### src/rtl/lcrt_pkg.sv
// ----------------------------------------------------------------------------
// lcrt_pkg
// Shared types and constants of the longest consecutive run tracker.
// ----------------------------------------------------------------------------
package lcrt_pkg;

  localparam int VALUE_BITS_DEF = 16;
  localparam int OUT_LEN_W      = 17;

  localparam logic [OUT_LEN_W-1:0] OUT_LEN_MAX = {OUT_LEN_W{1'b1}};

  localparam logic REQ_INSERT = 1'b0;
  localparam logic REQ_CLEAR  = 1'b1;

  typedef enum logic [1:0] {
    ALU_ADD,
    ALU_SUB,
    ALU_INC
  } alu_op_t;

endpackage

### src/rtl/lcrt_alu.sv
// ----------------------------------------------------------------------------
// lcrt_alu
// Shared adder/subtractor for neighbor addresses, run ends and run totals.
// ----------------------------------------------------------------------------
module lcrt_alu #(
  parameter int W = 17
) (
  input  lcrt_pkg::alu_op_t op,
  input  logic [W-1:0]      a,
  input  logic [W-1:0]      b,
  output logic [W-1:0]      y
);

  import lcrt_pkg::*;

  logic [W-1:0] b_sel;
  logic         cin;

  always_comb begin
    b_sel = b;
    cin   = 1'b0;
    case (op)
      ALU_ADD: begin
        b_sel = b;
        cin   = 1'b0;
      end
      ALU_SUB: begin
        b_sel = ~b;
        cin   = 1'b1;
      end
      ALU_INC: begin
        b_sel = b;
        cin   = 1'b1;
      end
      default: begin
        b_sel = b;
        cin   = 1'b0;
      end
    endcase
  end

  assign y = a + b_sel + W'(cin);

endmodule

### config.mk
export PLATFORM = sky130hd
export DESIGN_NAME = lcrt_alu
export DESIGN_NICKNAME = d
export VERILOG_FILES = /design/src/rtl/lcrt_pkg.sv /design/src/rtl/lcrt_alu.sv
export SDC_FILE = /design/constraint.sdc
export NUM_CORES = 1
export LEC_CHECK = 0
export BUFFER_PORTS_ARGS = -buffer_cell sky130_fd_sc_hd__buf_2
export CAP_MARGIN = 20
export CORE_UTILIZATION = 40
export DETAILED_ROUTE_END_ITERATION = 8
export GPL_TIMING_DRIVEN = 0
export PLACE_DENSITY_LB_ADDON = 0.1
export SETUP_SLACK_MARGIN = 0.02
export SYNTH_ARGS = -nofsm -noshare
export SYNTH_HDL_FRONTEND = slang
export SYNTH_SLANG_ARGS = --single-unit
export TNS_END_PERCENT = 20
### constraint.sdc
create_clock -name vclk -period 8.8
set_clock_uncertainty 0.05 [all_clocks]
set_input_delay 1.76 -clock vclk [all_inputs]
set_output_delay 1.76 -clock vclk [all_outputs]
set_load 0.05 [all_outputs]
* Word-level counts from Yosys, hierarchy flattened
Cells that the tools add are included.
** Operators by class
- $add $sub $neg :: 2
- Equality and inequality tests :: 2
- Multiplexer cells :: 2
- Bitwise gates (word level) :: 1
- Reductions and logical operators :: 1
** Operators by type and width (number)
- 17-bit by 1-bit adder with 17-bit output :: 1
- 17-bit adder :: 1
- 17-bit two-way mux :: 1
- 17-bit NOT :: 1
- 2-bit by 1-bit equality test with 1-bit output, second input constant :: 1
- 2-bit equality test, second input constant :: 1
- 2-bit OR reduction :: 1
- 1-bit two-way mux :: 1
** Storage, ports and cells
- Register bits after elaboration :: 0
- Input bits :: 36
- Output and inout bits :: 17
- Word-level logic and storage cells :: 8

* Depth between registers and ports, before layout
Gate-level depths: netlist of the first run.
- Depth after elaboration :: 4
- Mapped depth :: 13
- Gate-level depth less buffers :: 11

* Worst setup path after synthesis of the first run
OpenSTA, ideal clock, no wires.
- Path kind :: input to output
- Start :: in op[1]
- End :: out y[12]
- Arrival :: 4.707 ns
- Required time :: 6.990 ns
- Slack :: 2.283 ns
- Cell stages on the path :: 13
- Buffers on the path :: 2
- Cells stage by stage :: inv_1 ha_1 buf_2 buf_2 xor2_1 fa_1 inv_1 fa_1 nand2b_1 a21oi_2 o211ai_2 o21bai_2 xor2_1
** On the way
- Longest elaborated chain between the ends :: 4
- Elaborated cells between the ends (all ways) :: 7
- Those cells by class :: add/sub: 2; eq/ne: 2; mux: 2; reduce/logical: 1
** RTL lines
- start: declaration :: RTL line lcrt_alu.sv:8 : input lcrt_pkg::alu_op_t op,
- 2-bit by 1-bit equality test with 1-bit output / 2-bit equality test (equally long branches) :: RTL line lcrt_alu.sv:22 : case (op)
- 17-bit two-way mux / 2-bit OR reduction (equally long branches)
- 17-bit adder / 1-bit two-way mux (equally long branches) :: RTL line lcrt_alu.sv:42, lcrt_alu.sv:22
- 17-bit by 1-bit adder with 17-bit output * :: RTL line lcrt_alu.sv:42 : assign y = a + b_sel + W'(cin);
- end: declaration :: RTL line lcrt_alu.sv:11 : output logic [W-1:0] y
Every way passes the cells marked *; elsewhere a longest branch is shown, timed or not.

* Final worst setup path of the first run
- Start :: in op[1]
- End :: out y[16]
Same word-level chain as after synthesis.

==> results of run 1 <==
-- stage by stage --
| stage | hold slack, ps | util [%] | std cells | instance area, µm² |
|---|---|---|---|---|
| CTS | 3940 | 54.5 | 215 | 1340 |
| global route | 3970 | 54.5 | 215 | 1340 |
| global placement | 3940 | 54.5 | 215 | 1340 |
| detailed placement | 3940 | 54.5 | 215 | 1340 |
| floorplan | 3870 | - | 132 | 1030 |
| finish | 3940 | 54.5 | 215 | 1340 |
-- per-layer routing --
| metal | vias up | wire length [µm] | share of wire, % | GRT usage [%] |
|---|---|---|---|---|
| met1 | 457 | 1110 | 50 | 22.5 |
| li1 | 577 | - | - | - |
| met3 | 0 | 133 | 6.0 | 0.575 |
| met2 | 37 | 991 | 44 | 27.2 |
| met5 | - | 0 | 0 | 0 |
| met4 | 0 | 0 | 0 | 0 |
-- critical path, cell delays in order --
cell      delay, ps
buf_2            90
inv_1            40
ha_1            120
buf_2           220
buf_2           330
xor2_1          230
fa_1            260
inv_1            70
fa_1            400
nand2b_1        190
a21oi_2         190
o211ai_2        170
o21ai_1         260
xnor2_1         140
buf_2           270
-- cell usage in the layout (no fill, tap or decap), types with 2 or more instances in the layout --
| cell type | netlist | layout |
|---|---|---|
| buf_2 | 2 | 55 |
| xor2_1 | 21 | 21 |
| ha_1 | 16 | 16 |
| a21oi_1 | 14 | 14 |
| nand2_1 | 11 | 11 |
| xnor2_1 | 11 | 11 |
| inv_1 | 7 | 7 |
| o21ai_0 | 5 | 5 |
| nor2_1 | 4 | 4 |
| nand3_1 | 4 | 4 |
| o21ai_1 | 4 | 4 |
| nand2b_1 | 3 | 3 |
| a21oi_2 | 3 | 3 |
| o211ai_1 | 2 | 2 |
| o211ai_2 | 2 | 2 |
| a21oi_4 | 2 | 2 |
| a31oi_1 | 2 | 2 |
| a21o_1 | 2 | 2 |
| a211oi_2 | 2 | 2 |
| fa_1 | 2 | 2 |
-- final cells by class --
cell class	instances	area (µm²)	area share (%)
multi-input combinational	122	987	73.8
inverter	7	26.3	1.96
timing repair buffer	53	265	19.8
buffer	3	21.3	1.59
tap	30	37.5	2.81
-- worst paths after layout --
kind              slack, ps  cells past startpoint  start    end
setup / recovery       2250                     15  op[1]  y[16]
hold / removal         3940                      4  a[16]  y[16]
-- where the power goes --
group	internal (mW)	switching, mW	total [mW]
clock network	0	0	0
registers	0	0	0
logic	0.0713	0.162	0.233
total	0.0713	0.162	0.233
-- logic make-up (layout without fill, tap and decap cells) --
logic type,after synthesis,count (layout),synth area share [%]
AOI/OAI and AO/OA,43,43,30.2
xor gates and xnor gates,32,32,27.1
adders and majority gates,18,18,23.2
buffers and inverters,10,63,4.60
muxes,1,1,1.09
and+or+nand+nor,28,28,13.8
==> flow_metrics.tcl, run 1 <==
set metrics [dict create \
    status "completed" \
    grt_pass1_wl_mm 3.48 \
    final-seq-area_um2 0 \
    grt_pass1_vias 846 \
    die_w_um 52.9 \
    cts_resized 0 \
    fin_setup_tns_ps 0 \
    post_drt_wl_per_cell_um 10.4 \
    die_h_um 52.9 \
    drtAntennaViolNets 0 \
    finalPower_mw 0.233 \
    synth_cell_types 33 \
    grt_max_degree 11 \
    clkbuf_count 0 \
    power_leakage_nw 0.701 \
    arrival_ps 4740 \
    initial_core_util_pct 42.2 \
    place_congestion 0.828 \
    ir_drop_v 0.000114 \
    dp_hpwl_mm 1.90 \
    synth_area_leaders "ha_1, xor2_1, xnor2_1, a21oi_1, nand2_1" \
    synth-seq-area-share_pct 0 \
    viasPerCell 4.98 \
    syn-instance-count 132 \
    antenna_found_initial 0 \
    period_minus_slack_ps 6550 \
    synthTopCellsByCount "xor2_1, ha_1, a21oi_1" \
    seq_cell_count 0 \
    rsz0062_at_grt "false" \
    drive_gt1_share_pct 38.4 \
    ios 53 \
    end_kind "primary output" \
    first_iter_violations 12 \
    fmax_mhz 153 \
    cp.required_ps 6990 \
    syn_nets 186 \
    worstSetupPathType "in -> out" \
    vias 1071 \
    synth_area_um2 1030 \
    yosysWarnings 0 \
    dp_slack_ps 2230 \
    postCtsSetupBuffers 0 \
    drc 0 \
    synth.avg_cell_area_um2 7.84 \
    cts_hold_buffers 0 \
    post-synth-top-count-cell "xor2_1" \
    fillers 262 \
    fin_crit_sh_pct 74.5 \
    die-area_um2 2790 \
    grt_usage_pct 15.7 \
    nets 241 \
    path_max_fanout 10 \
    tightestPinTransition_ps 289 \
    fp-row-count 18 \
    diodes 0 \
    maxSlewHeadroom_pct 80.8 \
    power_density_nw_per_um2 174 \
    finalWirelength_mm 2.24 \
    synthToLayoutAreaGrowth_pct 29.3 \
    synth_top_cell_area_share_pct 19.3 \
    port_buffers 53 \
    setup_viol_count_final 0 \
    start_kind "input port" \
    drt-pass1-iter-count 4 \
    core-area_um2 2450 \
    synth_top_area_cell "ha_1" \
    hold_violations 0 \
    gr-total-overflow 0 \
    hp-class "in -> out" \
    drv_cap 0 \
    slew_violations 0 \
    worst_slack_ps 2250 \
]
Note: power is estimated with default switching activity, not from simulation.
==> run 2, diff against run 1 <==
- ABC_AREA: default -> 1
- clock period: 8.8 -> 6.1 ns (I/O delays scaled with it)
==> flow_metrics.tcl, run 2 <==
set metrics [dict create \
    rsz0062_at_grt "false" \
    synthToLayoutAreaGrowth_pct 24.8 \
    cpMostUsedCell "nand2_1" \
    synth_top_cell_area_share_pct 27.0 \
    finalPower_mw 0.323 \
    seq_cell_count 0 \
    synth_area_um2 1220 \
    fin_setup_tns_ps 0 \
    port_buffers 53 \
    dp_hpwl_mm 2.32 \
    start_kind "input port" \
    final-seq-area_um2 0 \
    die_w_um 57.3 \
    first_iter_violations 28 \
    crit_path_top_delay_cell "fa_1" \
    drive_gt1_share_pct 24.1 \
    path_cells "buf_2, inv_1, ha_1, buf_4, buf_4, xor2_1, fa_1, inv_1, fa_1, inv_1, nand2_1, nand2_1, nand3_1, nand2_1, nand2_1, nand2_1, nand2_1, nand2_1, buf_2" \
    diodes 0 \
    cts_hold_buffers 0 \
    clkPwrFrac_pct 0 \
    synth_cell_types 15 \
    place_area_um2 1530 \
    worstSetupPathType "in -> out" \
    cts_resized 0 \
    clkbuf_count 0 \
    path_buf_inv 7 \
    grt_usage_pct 16.2 \
    slew_violations 0 \
    synth_area_leaders "nand2_1, ha_1, inv_1, xor2_1, nand3_1" \
    grt_max_degree 11 \
    postCtsSetupBuffers 0 \
    p_switching_mw 0.231 \
    synthTopCellsByCount "nand2_1, inv_1, xor2_1" \
    power_density_nw_per_um2 212 \
    cp.required_ps 4830 \
    nets 334 \
    viasPerCell 4.37 \
    vias 1349 \
    hold_violations 0 \
    drc 3 \
    maxSlewHeadroom_pct 82.3 \
    min_path_cells 5 \
    final_common_cell "nand2_1" \
    die-area_um2 3280 \
    path_max_fanout 10 \
    initial_core_util_pct 43.3 \
    arrival_ps 3740 \
    fp-row-count 19 \
    synth_top_area_cell "nand2_1" \
    hp-class "in -> out" \
    synth.avg_cell_area_um2 5.44 \
    ir_drop_v 0.000109 \
    cell_internal_pwr_mw 0.0919 \
    final-instance-count-excl-fill 309 \
    critPathMaxStageDelay_ps 400 \
    ios 53 \
    fmax_mhz 200 \
    mostFrequentLayoutCells "nand2_1, buf_2, inv_1, xor2_1, ha_1" \
    pwr-share-seq_pct 0 \
    hold_path_end "y[16]" \
    fin_area_um2 1530 \
    fin_crit_sh_pct 82.1 \
    fin_util_pct 54.0 \
    die_h_um 57.3 \
    status "complete, but fails checks" \
    period_minus_slack_ps 5010 \
    tightestPinTransition_ps 264 \
    setup_viol_count_final 0 \
    drtAntennaViolNets 0 \
    grt_pass1_wl_mm 4.43 \
    syn-instance-count 225 \
    syn_nets 279 \
    post_drt_wl_per_cell_um 8.30 \
    gr-total-overflow 0 \
    violations "DRC" \
    drt-pass1-iter-count 6 \
    antenna_found_initial 0 \
    switching_share_pct 71.6 \
    dp_cells 309 \
    grt_pass1_vias 1103 \
    drv_cap 0 \
    end_kind "primary output" \
    core-area_um2 2830 \
    post-synth-top-count-cell "nand2_1" \
    place_congestion 0.805 \
    min_from "b[16]" \
    p_comb_share_pct 100.0 \
    finalWirelength_mm 2.57 \
    yosysWarnings 0 \
    synth-seq-area-share_pct 0 \
    power_leakage_nw 1.06 \
    crit_family "buffers and inverters" \
]
-- run 2: cell count changes after synthesis, sizes merged, moves of 3 or more --
cell    change
nand2      +83
inv        +44
a21oi      -10
o21ai      -10
nand3       +7
xnor2       -5
nor2        +4
nor3        +4
o211ai      -4
a21o        -3
nand2b      -3
-- run 2: cell families (layout without fill, tap and decap cells) --
family | count (synthesis) | in the layout | share of synthesized area (%)
simple gates | 120 | 120 | 41.9
buf+inv | 53 | 106 | 16.9
xor+xnor | 25 | 25 | 17.9
fa+ha+maj | 18 | 18 | 19.6
compound gates | 9 | 9 | 3.68
-- run 2: how the worst max path moves through the flow --
| stage | cells past startpoint | startpoint | slack [ps] | endpoint |
|---|---|---|---|---|
| after floorplan | 14 | op[1] | 1130 | y[8] |
| after global placement | 19 | op[1] | 1110 | y[14] |
| after detailed placement | 19 | op[1] | 1040 | y[14] |
| after CTS | 19 | op[1] | 1020 | y[14] |
| after global routing | 19 | op[1] | 780 | y[14] |
| final | 19 | op[1] | 1090 | y[14] |
-- run 2: through the flow --
step           worst slack, ps  hold WS, ps
3_5_place_dp              1040         2880
6_report                  1090         2870
5_1_grt                    778         2930
4_1_cts                   1020         2880
3_3_place_gp              1110         2870
2_1_floorplan             1130         2790
-- run 2: power groups by stage --
| stage | logic, mW | registers, mW | clock network (mW) |
|---|---|---|---|
| 2_1_floorplan | 0.259 | 0 | 0 |
| 3_3_place_gp | 0.323 | 0 | 0 |
| 3_5_place_dp | 0.325 | 0 | 0 |
| 4_1_cts | 0.326 | 0 | 0 |
| 5_1_grt | 0.355 | 0 | 0 |
| 6_report | 0.323 | 0 | 0 |
-- run 2: cell type report --
class | instances | area, µm²
timing repair buffer | 53 | 265
fill | 316 | 1300
tap | 31 | 38.8
multi-input combinational | 172 | 1020
inverter | 51 | 191
buffer | 2 | 15.0
-- run 2: layer usage --
metal,vias to the layer above,part of all wire [%],GRT usage (%)
met2,33,43,28.6
met1,540,52,23.4
met3,0,4.6,0.680
met5,-,0,0
met4,0,0,0
li1,776,-,-
==> run 3, diff against run 2 <==
- clock period: 6.1 -> 4.1 ns (I/O delays scaled with it)
==> flow_metrics.tcl, run 3 (synthesis results as in run 2) <==
set metrics [dict create \
    final-instance-count-excl-fill 310 \
    mostFrequentLayoutCells "nand2_1, inv_1, buf_2, xor2_1, ha_1" \
    maxSlewHeadroom_pct 79.9 \
    crit_family "adder cells" \
    final_common_cell "nand2_1" \
    ir_drop_v 0.000157 \
    status "complete, but fails checks" \
    power_density_nw_per_um2 314 \
    nets 335 \
    vias 1339 \
    crit_path_top_delay_cell "fa_1" \
    fp-row-count 19 \
    hp-class "in -> out" \
    diodes 0 \
    fillers 347 \
    port_buffers 53 \
    period_minus_slack_ps 3870 \
    drive_gt1_share_pct 25.4 \
    path_cells "buf_2, ha_1, buf_12, xor2_2, fa_1, inv_1, fa_1, inv_1, nand2_1, nand2_1, nand3_1, nand2_2, nand2_1, nand2_1, nand2_1, nand2_1, buf_4" \
    rsz0062_at_grt "false" \
    cp.required_ps 3230 \
    first_iter_violations 38 \
    critPathMaxStageDelay_ps 400 \
    synthToLayoutAreaGrowth_pct 28.7 \
    power_leakage_nw 1.08 \
    die_h_um 57.3 \
    slew_violations 0 \
    place_congestion 0.791 \
    finalWirelength_mm 2.58 \
    setup_viol_count_final 0 \
    die-area_um2 3280 \
    path_buf_inv 5 \
    path_max_fanout 4 \
    core-area_um2 2830 \
    viasPerCell 4.32 \
    antenna_found_initial 0 \
    fmax_mhz 258 \
    dp_hpwl_mm 2.32 \
    gr-total-overflow 0 \
    hold_violations 0 \
    seq_cell_count 0 \
    drc 4 \
    drtAntennaViolNets 0 \
    worst_slack_ps 228 \
    dp_slack_ps -184 \
    cp.depth 17 \
    clkbuf_count 0 \
    grt_pass1_wl_mm 4.36 \
    final-seq-area_um2 0 \
    min_path_cells 5 \
    die_w_um 57.3 \
    ios 53 \
    post_drt_wl_per_cell_um 8.33 \
    worstSetupPathType "in -> out" \
    finalPower_mw 0.495 \
    grt_max_degree 18 \
    dp_cells 309 \
    initial_core_util_pct 43.3 \
    multiInputGateArea_um2 1030 \
    fin_crit_sh_pct 94.4 \
    start_kind "input port" \
    arrival_ps 3000 \
    violations "DRC" \
    end_kind "primary output" \
    drv_cap 0 \
    grt_usage_pct 16.0 \
    tightestPinTransition_ps 299 \
    drt-pass1-iter-count 6 \
    grt_pass1_vias 1079 \
    cpMostUsedCell "nand2_1" \
]
==> run 3: cell types whose count changed in the layout (fill, tap and decap cells not counted), sizes merged <==
| cell | change |
|---|---|
| buf | +1 |
==> run 3: layout make-up <==
type | instances | share of cell area [%]
repair buffers | 55 | 18.4
well taps | 31 | 2.46
inverters | 51 | 12.2
plain buffers | 1 | 1.27
multi-input cells | 172 | 65.7
==> run 3: worst min-delay path, cell delays in order <==
cell     delay (ps)
buf_2            80
xnor2_1          70
nand3_1          80
nand2_1          50
buf_4           180
==> run 3: per-layer routing <==
| layer | share of wire, % | GRT usage [%] |
|---|---|---|
| met2 | 43 | 27.6 |
| met1 | 54 | 23.9 |
| met3 | 3.1 | 0 |
| met4 | 0 | 0 |
| met5 | 0 | 0 |
==> run 3: where the power goes <==
part,leakage (nW),internal [mW],switching (mW)
Clock,0,0,0
Combinational,1.08,0.147,0.348
Sequential,0,0,0
Total,1.08,0.147,0.348
==> run 3: worst paths after layout <==
| kind | from | to | slack (ps) |
|---|---|---|---|
| worst max-delay path | op[0] | y[14] | 230 |
| worst min-delay path | b[16] | y[16] | 2060 |
==> run 3: through the flow <==
| stage | util [%] | cell area, µm² | setup TNS, ps | hold slack (ps) |
|---|---|---|---|---|
| floorplan | - | 1230 | -91.1 | 1990 |
| global placement | 54.3 | 1540 | -548 | 2070 |
| detailed placement | 54.3 | 1540 | -735 | 2080 |
| CTS | 54.5 | 1540 | 0 | 2060 |
| global route | 55.7 | 1580 | 0 | 2120 |
| finish | 55.7 | 1580 | 0 | 2060 |
==> run 3: repair_timing <==
action | 4_1_cts | 5_1_grt
gates resized for setup | 5 | 4
setup endpoints to repair | 6 | 6
setup buffers | 0 | 2
hold buffers | 0 | 0
